## src/design/pwsfd_pkg.sv

```systemverilog
// shared types and constants of the pulse width frame decoder
`default_nettype none

package pwsfd_pkg;

    localparam int FRAME_BITS      = 40;
    localparam int BYTE_W          = 8;
    localparam int BYTE_COUNT      = FRAME_BITS / BYTE_W;
    localparam int TIME_W          = 32;
    localparam int TOTAL_W         = 6;
    localparam int IN_DATA_W       = 40;
    localparam int OUT_DATA_W      = 48;

    localparam logic [TIME_W-1:0]  THRESHOLD_RESET = 32'd65000;
    localparam logic [TOTAL_W-1:0] TOTAL_MAX       = 6'd63;
    localparam logic [TOTAL_W-1:0] FRAME_BITS_CNT  = 6'd40;

    // request kinds carried on tuser
    typedef enum logic [1:0] {
        MODE_START = 2'd0,
        MODE_EDGE  = 2'd1,
        MODE_READ  = 2'd2
    } mode_t;

    typedef struct packed {
        mode_t             mode;
        logic              level;
        logic [TIME_W-1:0] edge_time;
    } item_t;

    typedef struct packed {
        logic [FRAME_BITS-1:0] window;
        logic [TOTAL_W-1:0]    total;
    } frame_t;

endpackage

`default_nettype wire

```

## src/design/pwsfd_in_stage.sv

```systemverilog
// input register for incoming requests
`default_nettype none

module pwsfd_in_stage (
    input  wire logic                          clk,
    input  wire logic                          rst_n,
    input  wire logic                          s_axis_tvalid,
    output logic                               s_axis_tready,
    input  wire logic [pwsfd_pkg::IN_DATA_W-1:0] s_axis_tdata,
    input  wire logic [1:0]                    s_axis_tuser,
    input  wire logic                          take,
    output logic                               item_valid,
    output pwsfd_pkg::item_t                   item
);
    import pwsfd_pkg::*;

    logic  valid_reg;
    item_t item_reg;

    // accept when empty or when the held request leaves this cycle
    assign s_axis_tready = !valid_reg || take;
    assign item_valid    = valid_reg;
    assign item          = item_reg;

    // valid flag
    always_ff @(posedge clk or negedge rst_n)
    begin
        if (!rst_n)
        begin
            valid_reg <= 1'b0;
        end
        else if (s_axis_tready)
        begin
            valid_reg <= s_axis_tvalid;
        end
    end

    // payload
    always_ff @(posedge clk)
    begin
        if (s_axis_tvalid && s_axis_tready)
        begin
            item_reg.mode      <= mode_t'(s_axis_tuser);
            item_reg.level     <= s_axis_tdata[0];
            item_reg.edge_time <= s_axis_tdata[TIME_W:1];
        end
    end

endmodule

`default_nettype wire

```

## src/design/pwsfd_capture.sv

```systemverilog
// pulse timing, bit capture and threshold register
`default_nettype none

module pwsfd_capture (
    input  wire logic                          clk,
    input  wire logic                          rst_n,
    input  wire logic                          cfg_valid,
    input  wire logic [pwsfd_pkg::TIME_W-1:0]  cfg_data,
    input  wire logic                          take,
    input  wire pwsfd_pkg::item_t              item,
    output pwsfd_pkg::frame_t                  frame
);
    import pwsfd_pkg::*;

    logic [TIME_W-1:0]     threshold_reg;
    logic                  high_seen_reg, high_seen_next;
    logic [TIME_W-1:0]     rise_stamp_reg, rise_stamp_next;
    logic [FRAME_BITS-1:0] window_reg, window_next;
    logic [TOTAL_W-1:0]    total_reg, total_next;
    logic [TIME_W-1:0]     high_time;
    logic                  bit_value;

    assign frame.window = window_reg;
    assign frame.total  = total_reg;

    // high time wraps with the timestamp
    assign high_time = item.edge_time - rise_stamp_reg;
    assign bit_value = (high_time >= threshold_reg);

    // next state for the request leaving the input register
    always_comb
    begin
        high_seen_next  = high_seen_reg;
        rise_stamp_next = rise_stamp_reg;
        window_next     = window_reg;
        total_next      = total_reg;
        if (take)
        begin
            unique case (item.mode)
                MODE_START:
                begin
                    high_seen_next = 1'b0;
                    window_next    = '0;
                    total_next     = '0;
                end
                MODE_EDGE:
                begin
                    if (item.level)
                    begin
                        rise_stamp_next = item.edge_time;
                        high_seen_next  = 1'b1;
                    end
                    else if (high_seen_reg)
                    begin
                        window_next    = {window_reg[FRAME_BITS-2:0], bit_value};
                        high_seen_next = 1'b0;
                        if (total_reg != TOTAL_MAX)
                        begin
                            total_next = total_reg + 1'b1;
                        end
                    end
                end
                default:
                begin
                end
            endcase
        end
    end

    // decoder state and threshold
    always_ff @(posedge clk or negedge rst_n)
    begin
        if (!rst_n)
        begin
            threshold_reg  <= THRESHOLD_RESET;
            high_seen_reg  <= 1'b0;
            rise_stamp_reg <= '0;
            window_reg     <= '0;
            total_reg      <= '0;
        end
        else
        begin
            if (cfg_valid)
            begin
                threshold_reg <= cfg_data;
            end
            high_seen_reg  <= high_seen_next;
            rise_stamp_reg <= rise_stamp_next;
            window_reg     <= window_next;
            total_reg      <= total_next;
        end
    end

endmodule

`default_nettype wire

```

## src/design/pwsfd_out_stage.sv

```systemverilog
// frame split, checksum and result register
`default_nettype none

module pwsfd_out_stage (
    input  wire logic                            clk,
    input  wire logic                            rst_n,
    input  wire logic                            load,
    input  wire pwsfd_pkg::frame_t               frame,
    output logic                                 out_free,
    output logic                                 m_axis_tvalid,
    input  wire logic                            m_axis_tready,
    output logic [pwsfd_pkg::OUT_DATA_W-1:0]     m_axis_tdata
);
    import pwsfd_pkg::*;

    logic                        valid_reg;
    logic [OUT_DATA_W-1:0]       data_reg;
    logic [OUT_DATA_W-1:0]       data_next;
    logic [BYTE_COUNT*BYTE_W-1:0] bytes_lo_first;
    logic [BYTE_W-1:0]           sum;
    logic                        checksum_ok;
    logic                        frame_short;

    assign out_free      = !valid_reg || m_axis_tready;
    assign m_axis_tvalid = valid_reg;
    assign m_axis_tdata  = data_reg;

    // bytes msb first, first byte placed lowest
    always_comb
    begin
        for (int k = 0; k < BYTE_COUNT; k++)
        begin
            bytes_lo_first[k*BYTE_W +: BYTE_W] =
                frame.window[FRAME_BITS-BYTE_W-BYTE_W*k +: BYTE_W];
        end
    end

    // checksum over the four data bytes, low 8 bits
    assign sum = bytes_lo_first[0*BYTE_W +: BYTE_W] + bytes_lo_first[1*BYTE_W +: BYTE_W]
               + bytes_lo_first[2*BYTE_W +: BYTE_W] + bytes_lo_first[3*BYTE_W +: BYTE_W];
    assign checksum_ok = (sum == bytes_lo_first[4*BYTE_W +: BYTE_W]);
    assign frame_short = (frame.total < FRAME_BITS_CNT);
    assign data_next   = {frame.total, frame_short, checksum_ok, bytes_lo_first};

    // result valid flag
    always_ff @(posedge clk or negedge rst_n)
    begin
        if (!rst_n)
        begin
            valid_reg <= 1'b0;
        end
        else if (load)
        begin
            valid_reg <= 1'b1;
        end
        else if (m_axis_tready)
        begin
            valid_reg <= 1'b0;
        end
    end

    // result payload
    always_ff @(posedge clk)
    begin
        if (load)
        begin
            data_reg <= data_next;
        end
    end

endmodule

`default_nettype wire

```

## src/design/pulse_width_sensor_frame_decoder.sv

```systemverilog
// Pulse width frame decoder top level.
// A read request goes through the input register, then the result register.
// Throughput: one request per cycle; a read waits only while a prior result is held.
// Reset (rst_n low, asynchronous): both stages empty, frame cleared, threshold 65000 ns.
`default_nettype none

module pulse_width_sensor_frame_decoder (
    input  wire logic                              clk,
    input  wire logic                              rst_n,
    // configuration: bit threshold in ns
    input  wire logic                              cfg_valid,
    output logic                                   cfg_ready,
    input  wire logic [pwsfd_pkg::TIME_W-1:0]      cfg_data,
    // request stream
    input  wire logic                              s_axis_tvalid,
    output logic                                   s_axis_tready,
    // [0] pin_level, [32:1] edge_time_ns, [39:33] zero
    input  wire logic [pwsfd_pkg::IN_DATA_W-1:0]   s_axis_tdata,
    // [1:0] mode
    input  wire logic [1:0]                        s_axis_tuser,
    // result stream
    output logic                                   m_axis_tvalid,
    input  wire logic                              m_axis_tready,
    // [7:0] humidity_whole, [15:8] humidity_frac, [23:16] temp_whole,
    // [31:24] temp_frac, [39:32] check_byte, [40] checksum_ok,
    // [41] frame_short, [47:42] bits_seen
    output logic [pwsfd_pkg::OUT_DATA_W-1:0]       m_axis_tdata
);
    import pwsfd_pkg::*;

    logic   item_valid;
    item_t  item;
    frame_t frame;
    logic   out_free;
    logic   take;
    logic   load;

    assign cfg_ready = 1'b1;

    // a read leaves the input register only when the result register is free
    assign take = item_valid && ((item.mode != MODE_READ) || out_free);
    assign load = take && (item.mode == MODE_READ);

    pwsfd_in_stage u_in_stage (
        .clk           (clk),
        .rst_n         (rst_n),
        .s_axis_tvalid (s_axis_tvalid),
        .s_axis_tready (s_axis_tready),
        .s_axis_tdata  (s_axis_tdata),
        .s_axis_tuser  (s_axis_tuser),
        .take          (take),
        .item_valid    (item_valid),
        .item          (item)
    );

    pwsfd_capture u_capture (
        .clk       (clk),
        .rst_n     (rst_n),
        .cfg_valid (cfg_valid),
        .cfg_data  (cfg_data),
        .take      (take),
        .item      (item),
        .frame     (frame)
    );

    pwsfd_out_stage u_out_stage (
        .clk           (clk),
        .rst_n         (rst_n),
        .load          (load),
        .frame         (frame),
        .out_free      (out_free),
        .m_axis_tvalid (m_axis_tvalid),
        .m_axis_tready (m_axis_tready),
        .m_axis_tdata  (m_axis_tdata)
    );

endmodule

`default_nettype wire

```

## config.mk

```make
export PLATFORM = sky130hd
export DESIGN_NAME = pulse_width_sensor_frame_decoder
export DESIGN_NICKNAME = d
export VERILOG_FILES = /design/src/design/pwsfd_pkg.sv /design/src/design/pwsfd_in_stage.sv /design/src/design/pwsfd_capture.sv /design/src/design/pwsfd_out_stage.sv /design/src/design/pulse_width_sensor_frame_decoder.sv
export SDC_FILE = /design/constraint.sdc
export NUM_CORES = 1
export LEC_CHECK = 0
export ABC_AREA = 0
export BUFFER_PORTS_ARGS = -buffer_cell sky130_fd_sc_hd__clkbuf_2
export CAP_MARGIN = 10
export CORE_ASPECT_RATIO = 0.75
export CORE_UTILIZATION = 45
export CTS_BUF_LIST = sky130_fd_sc_hd__clkbuf_16
export DETAILED_ROUTE_END_ITERATION = 16
export PLACE_DENSITY_LB_ADDON = 0.08
export SYNTH_ARGS = -nofsm -noshare
export SYNTH_HDL_FRONTEND = slang
export SYNTH_SLANG_ARGS = --single-unit
```

## constraint.sdc

```tcl
create_clock -name clk -period 7 [get_ports clk]
set_input_delay 0.35 -clock clk [delete_from_list [all_inputs] [get_ports clk]]
set_output_delay 0.35 -clock clk [all_outputs]
set_load 0.02 [all_outputs]
```

# Word level (Yosys, flattened, before mapping)
# Cells that the tools add are included.
op_classes:
  n_addsub: 5
  n_mul: 0
  n_div: 0
  magnitude_cmp: 2
  n_eq_ne: 8
  shifts: 0
  mux: 11
  n_bitwise: 0
  n_reduce_logical: 15
op_table:
  columns: ["operator", "count"]
  rows:
  - ["40-bit two-way mux", 2]
  - ["40-bit one-hot mux with 2 select lines", 1]
  - ["32-bit >= comparator", 1]
  - ["32-bit subtractor", 1]
  - ["8-bit adder", 3]
  - ["6-bit two-way mux", 3]
  - ["6-bit one-hot mux with 2 select lines", 1]
  - ["8-bit equality test", 1]
  - ["6-bit by 1-bit adder with 6-bit output (second input constant)", 1]
  - ["6-bit < comparator (second input constant)", 1]
  - ["6-bit != test (second input constant)", 1]
  - ["5-bit AND reduction", 1]
  - ["2-bit by 1-bit != test with 1-bit output (second input constant)", 2]
  - ["2-bit != test (second input constant)", 2]
  - ["4-bit AND reduction", 1]
  - ["2-bit nonzero test", 2]
  - ["1-bit logical AND", 3]
  - ["1-bit logical OR", 3]
  - ["1-bit two-way mux", 3]
  - ["3-bit AND reduction", 1]
  - ["2-bit by 1-bit equality test with 1-bit output (second input constant)", 1]
  - ["2-bit equality test (second input constant)", 1]
  - ["1-bit zero test", 2]
  - ["2-bit zero test", 1]
  - ["other kinds (2)", 2]
word_totals:
  regBits: 196
  latch_bits: 0
  ram_bits: 0
  rom_bits: 0
  inputBits: 79
  out_inout_bits: 51
  wordCells: 52
  memories: 0

# Depth between registers and ports, before layout
logic_depth:
  depth_word: 6
  depth_mapped: 20
  depth_no_buf: 20

# By module
# A second synthesis with hierarchy kept.
hier_totals:
  hier_cells: 842
  area_unflattened_um2: 9927.0
by_module_without_submodules:
  columns: ["mod", "instances", "cells_per_inst", "area_each_um2", "seq_area_each_um2"]
  rows:
  - ["pwsfd_capture", 1, 680, 6648.9, 2791.4]
  - ["pwsfd_out_stage", 1, 117, 2140.8, 1466.4]
  - ["pwsfd_in_stage", 1, 39, 1104.8, 1076.0]
  - ["pulse_width_sensor_frame_decoder", 1, 6, 32.5, 0.0]

# Worst setup path before layout
# OpenSTA, ideal clock, no wires.
synth_timing:
  kind: "flip-flop to flip-flop"
  startpoint: "reg u_in_stage.item_reg (netlist bit u_in_stage.item[0])"
  endpoint: "reg u_capture.window_reg[0]"
  setup_ns: 0.126
  t_arrival_ns: 3.594
  setup_slack_ns: 3.280
  stages_incl_launch_ff: 21
  n_path_buf: 0
  path_cell_list: "edfxtp_1 > inv_1 > ha_1 > inv_1 > fa_1 > a21oi_1 > o22ai_2 > o31ai_2 > nor2_1 > a31oi_1 > o21ai_0 > xor2_1 > ha_1 > a21o_1 > a21o_1 > a21o_1 > a211oi_1 > o221ai_1 > a21oi_1 > o311a_1 > o21ai_0"
synth_via:
  elab_chain_len: 5
synth_rtl:
  columns: ["element", "line", "rtl"]
  rows:
  - ["start: declaration", "pwsfd_in_stage.sv:18", "item_t item_reg;"]
  - ["32-bit subtractor", "pwsfd_capture.sv:27", "assign high_time = item.edge_time - rise_stamp_reg;"]
  - ["32-bit >= comparator", "pwsfd_capture.sv:28", "assign bit_value = (high_time >= threshold_reg);"]
  - ["40-bit two-way mux", "pwsfd_capture.sv:53", "else if (high_seen_reg)"]
  - ["40-bit two-way mux", "pwsfd_capture.sv:48", "if (item.level)"]
  - ["40-bit one-hot mux with 2 select lines", "pwsfd_capture.sv:39", "unique case (item.mode)"]
  - ["end signal: assignment", "pwsfd_capture.sv:89", "window_reg <= window_next;"]
  - ["end: declaration", "pwsfd_capture.sv:18", "logic [FRAME_BITS-1:0] window_reg, window_next;"]
# No other way between the ends. The select of a mux whose other input is x is not followed.
# A chain may end at the register's enable or synchronous reset.

# Final worst setup path
# Ends and elaborated chain as after synthesis.

==> key figures <==
Floorplanning
  • I/O Pins: 130
  • Core footprint: 0.02141 mm²
  • Die Height: ~130 µm
  • Initial core utilization: 0.4651
  • Die Span X: between 150 and 200 µm
  • Die ar.: 0.02273 mm²
  • Row count: 46

Synthesis
  • Mapped Cells: around 900
  • Area leader, netlist: dfrtp_1
  • Mapped Area: about 0.01 mm²
  • Post-Synth XOR/XNOR Area: 0.04310
  • Most frequent cell after synthesis: nand2_1
  • Synth top area share: 0.2563
  • Synth Flop Type: dfrtp_1
  • Cells taking the most area after synthesis: dfrtp_1, edfxtp_1, ha_1
  • Post-synthesis compound-gate area fraction: 0.1111
  • Post-synthesis register bit count: 196
  • Largest family of logic cells by synthesized area: adder cells
  • Register area share after synthesis: 0.5357
  • Synth unique cells: 55
  • Syn Nets: 1066
  • Asr flop ratio synth: 0.5765
  • Post-synth EDFFs: between 80 and 90
  • Simple-gate share of the synthesized area: 0.1128
  • Most common library cells after synthesis: nand2_1, dfrtp_1, edfxtp_1
  • Post-Synth Adder-Cell Area: 0.1194
  • Multiplexer share of the synthesized area: 0.03619
  • Yosys synthesis warning count: 0
  • Syn Area/Cell: 11.05 µm²

Clocking
  • H-tree depth: 4
  • Worst-Skew Late Latency: around 0.44 ns
  • CTS tree: done
  • # Post-CTS Setup Buffers: 0
  • CTS Root Cell: clkbuf_16
  • Buffer depth of the longest clock path: 2
  • Total CTS buffers: 17
  • Clock sinks: between 150 and 200
  • Worst-path clk slew: roughly 0.070 ns

Timing
  • Final worst slack: around 2.6 ns
  • Final Skew: 0.01045 ns
  • Final period util: 0.6283
  • Worst slew pin tran: 1.162 ns
  • Final setup fails: 0
  • Slew headroom: 0.2254
  • Slew Viols, Final: 0
  • RSZ-0062 raised after global routing: no
  • Setup Total Neg Slack: 0 ns
  • WHS: 0.08067 ns
  • Final Hold Violating Endpoints: 0
  • F_max: between 200 and 250 MHz
  • Final min period: about 4.4 ns

Global route
  • Largest net degree at the start of global routing: 64
  • Initial antenna violation count: 0
  • Grt total ovfl: 0
  • Vias in the first global route: about 6300
  • Global-route wire length before repair: 34.67 mm
  • Global Route Usage Sum: 0.1977

Routing
  • Antenna-violating nets left: 0
  • Initial DRC count: ~480
  • Vias/cell: just over 5
  • # DRC: 0
  • Pre-antenna DRT Iters: 4
  • Total wire length: roughly 21 mm
  • Routed wire length per instance: ~16 µm
  • Via count: about 6700

Final layout
  • Net count, final: around 1200
  • Final Non-Filler Cells: between 1000 and 1500
  • Share of cells above drive strength 1: 0.2066
  • Number of antenna diodes: 0
  • Number of flip-flops in the largest register: 48
  • Area growth syn-to-layout: 15.13%
  • Final Cell Area: 0.01146 mm²
  • Fillers: about 1900

Run status
  • Status: finished clean

Setup path
  • Critical Path RT: 7.32 ns
  • CP Capture Type: flop
  • Crit Path Max Fanout: 4
  • Startpoint types: flop
  • CP arrival: about 4.7 ns
  • Setup CP Type: flop to flop

Min path
  • Hold Path Class: input port to flop

Power
  • P per Cell Area: 285.8 mW/mm²
  • Peak supply drop: between 0.15 and 0.2 mV
  • LEAKAGE: approximately 5.4 nW

Place
  • Placer congestion estimate: 0.8631
  • Placed cells: about 1300
  • Port bufs: 121
  • Worst slack at placement: 2.697 ns
  • Detailed placement HPWL: between 15 and 20 mm
  • Area after DPL: ~0.011 mm²

Job
  • Max Cap Violations: 0
[through the flow]
stage | power [W] | util
detailed placement | 0.002292 | 0.5071
global route | 0.003478 | 0.5354
finish | 0.003276 | 0.5354
CTS | 0.003298 | 0.5354
floorplan | 0.002061 | -
global placement | 0.002283 | 0.5071
[worst paths after layout]
kind | cells after the start | to | slack (ns) | start
hold / removal | 1 | u_in_stage.item[8] | 0.08 | s_axis_tdata[9]
max in group asynchronous | 3 | u_capture.window_reg[39] | 5.24 | rst_n
min in group asynchronous | 2 | u_capture.rise_stamp_reg[20] | 0.47 | rst_n
setup / recovery | 20 | u_capture.window_reg[0] | 2.60 | u_in_stage.item[0]
hold reg to reg | 2 | u_capture.high_seen_reg | 0.48 | u_capture.high_seen_reg
setup reg to reg | 20 | u_capture.window_reg[0] | 2.60 | u_in_stage.item[0]
[area by class of cell]
cell class / instances / area, µm² / share of cell area
Tap cell: 288 / 360.3 / 0.03143
Sequential cell: 196 / 5334 / 0.4653
Clock buffer: 17 / 425.4 / 0.03711
Timing Repair Buffer: 128 / 663.1 / 0.05785
Multi-Input combinational cell: 600 / 4229 / 0.3689
Inverter: 75 / 281.5 / 0.02456
Clock inverter: 15 / 170.2 / 0.01484
[layer usage]
metal	global-route usage	vias to the layer above	part of all wire
met1	0.3271	3186	0.57
li1	-	3370	-
met4	0.05418	0	0.0077
met2	0.2539	161	0.38
met5	0	-	0
met3	0.03704	13	0.049
[placed cells by master (no fill, tap or decap), types with 7 or more instances in the layout]
| master | instances |
|---|---|
| nand2_1 | 138 |
| clkbuf_2 | 120 |
| dfrtp_1 | 102 |
| edfxtp_1 | 83 |
| inv_1 | 75 |
| ha_1 | 71 |
| o21ai_0 | 62 |
| a21oi_1 | 51 |
| nand3_1 | 49 |
| xnor2_1 | 35 |
| mux2_2 | 32 |
| nor2_1 | 23 |
| a21o_1 | 23 |
| clkbuf_16 | 17 |
| fa_1 | 15 |
| xor2_1 | 14 |
| nand4_1 | 13 |
| dfstp_2 | 11 |
| nand2b_1 | 10 |
| o21bai_1 | 7 |
| buf_4 | 7 |
[where the power goes]
| group | internal [W] | leakage (nW) | switching (W) |
|---|---|---|---|
| clock network | 0.000536 | 0.289 | 0.000462 |
| logic | 0.000401 | 2.92 | 0.000531 |
| registers | 0.00130 | 2.20 | 0.0000467 |
[critical path, stage by stage, from the launching register on]
cell,delay (ns)
edfxtp_1,0.36
inv_1,0.07
ha_1,0.18
inv_1,0.06
fa_1,0.41
a21oi_1,0.23
o22ai_2,0.18
o31ai_2,0.51
nor2_1,0.11
a31oi_1,0.27
o21ai_0,0.18
xor2_1,0.18
ha_1,0.20
a21o_1,0.15
a21o_1,0.17
a21o_1,0.17
a211oi_1,0.24
o221ai_1,0.19
a21oi_1,0.17
o311a_1,0.19
o21ai_0,0.07
[repair_timing]
item,in CTS,in global routing
gates resized for setup,0,0
hold endpoints to repair,39,0
endpoints found under the setup margin,0,0
hold buffers,1,0
[kinds of logic after synthesis]
logic type	after synthesis
AND/OR/NAND/NOR	253
flip-flops	196
AO/OA/AOI/OAI	179
buffers and inverters	105
adder cells (fa/ha/maj)	86
XOR/XNOR	49
multiplexers	32
other	1
(Power assumes the default switching activity.)
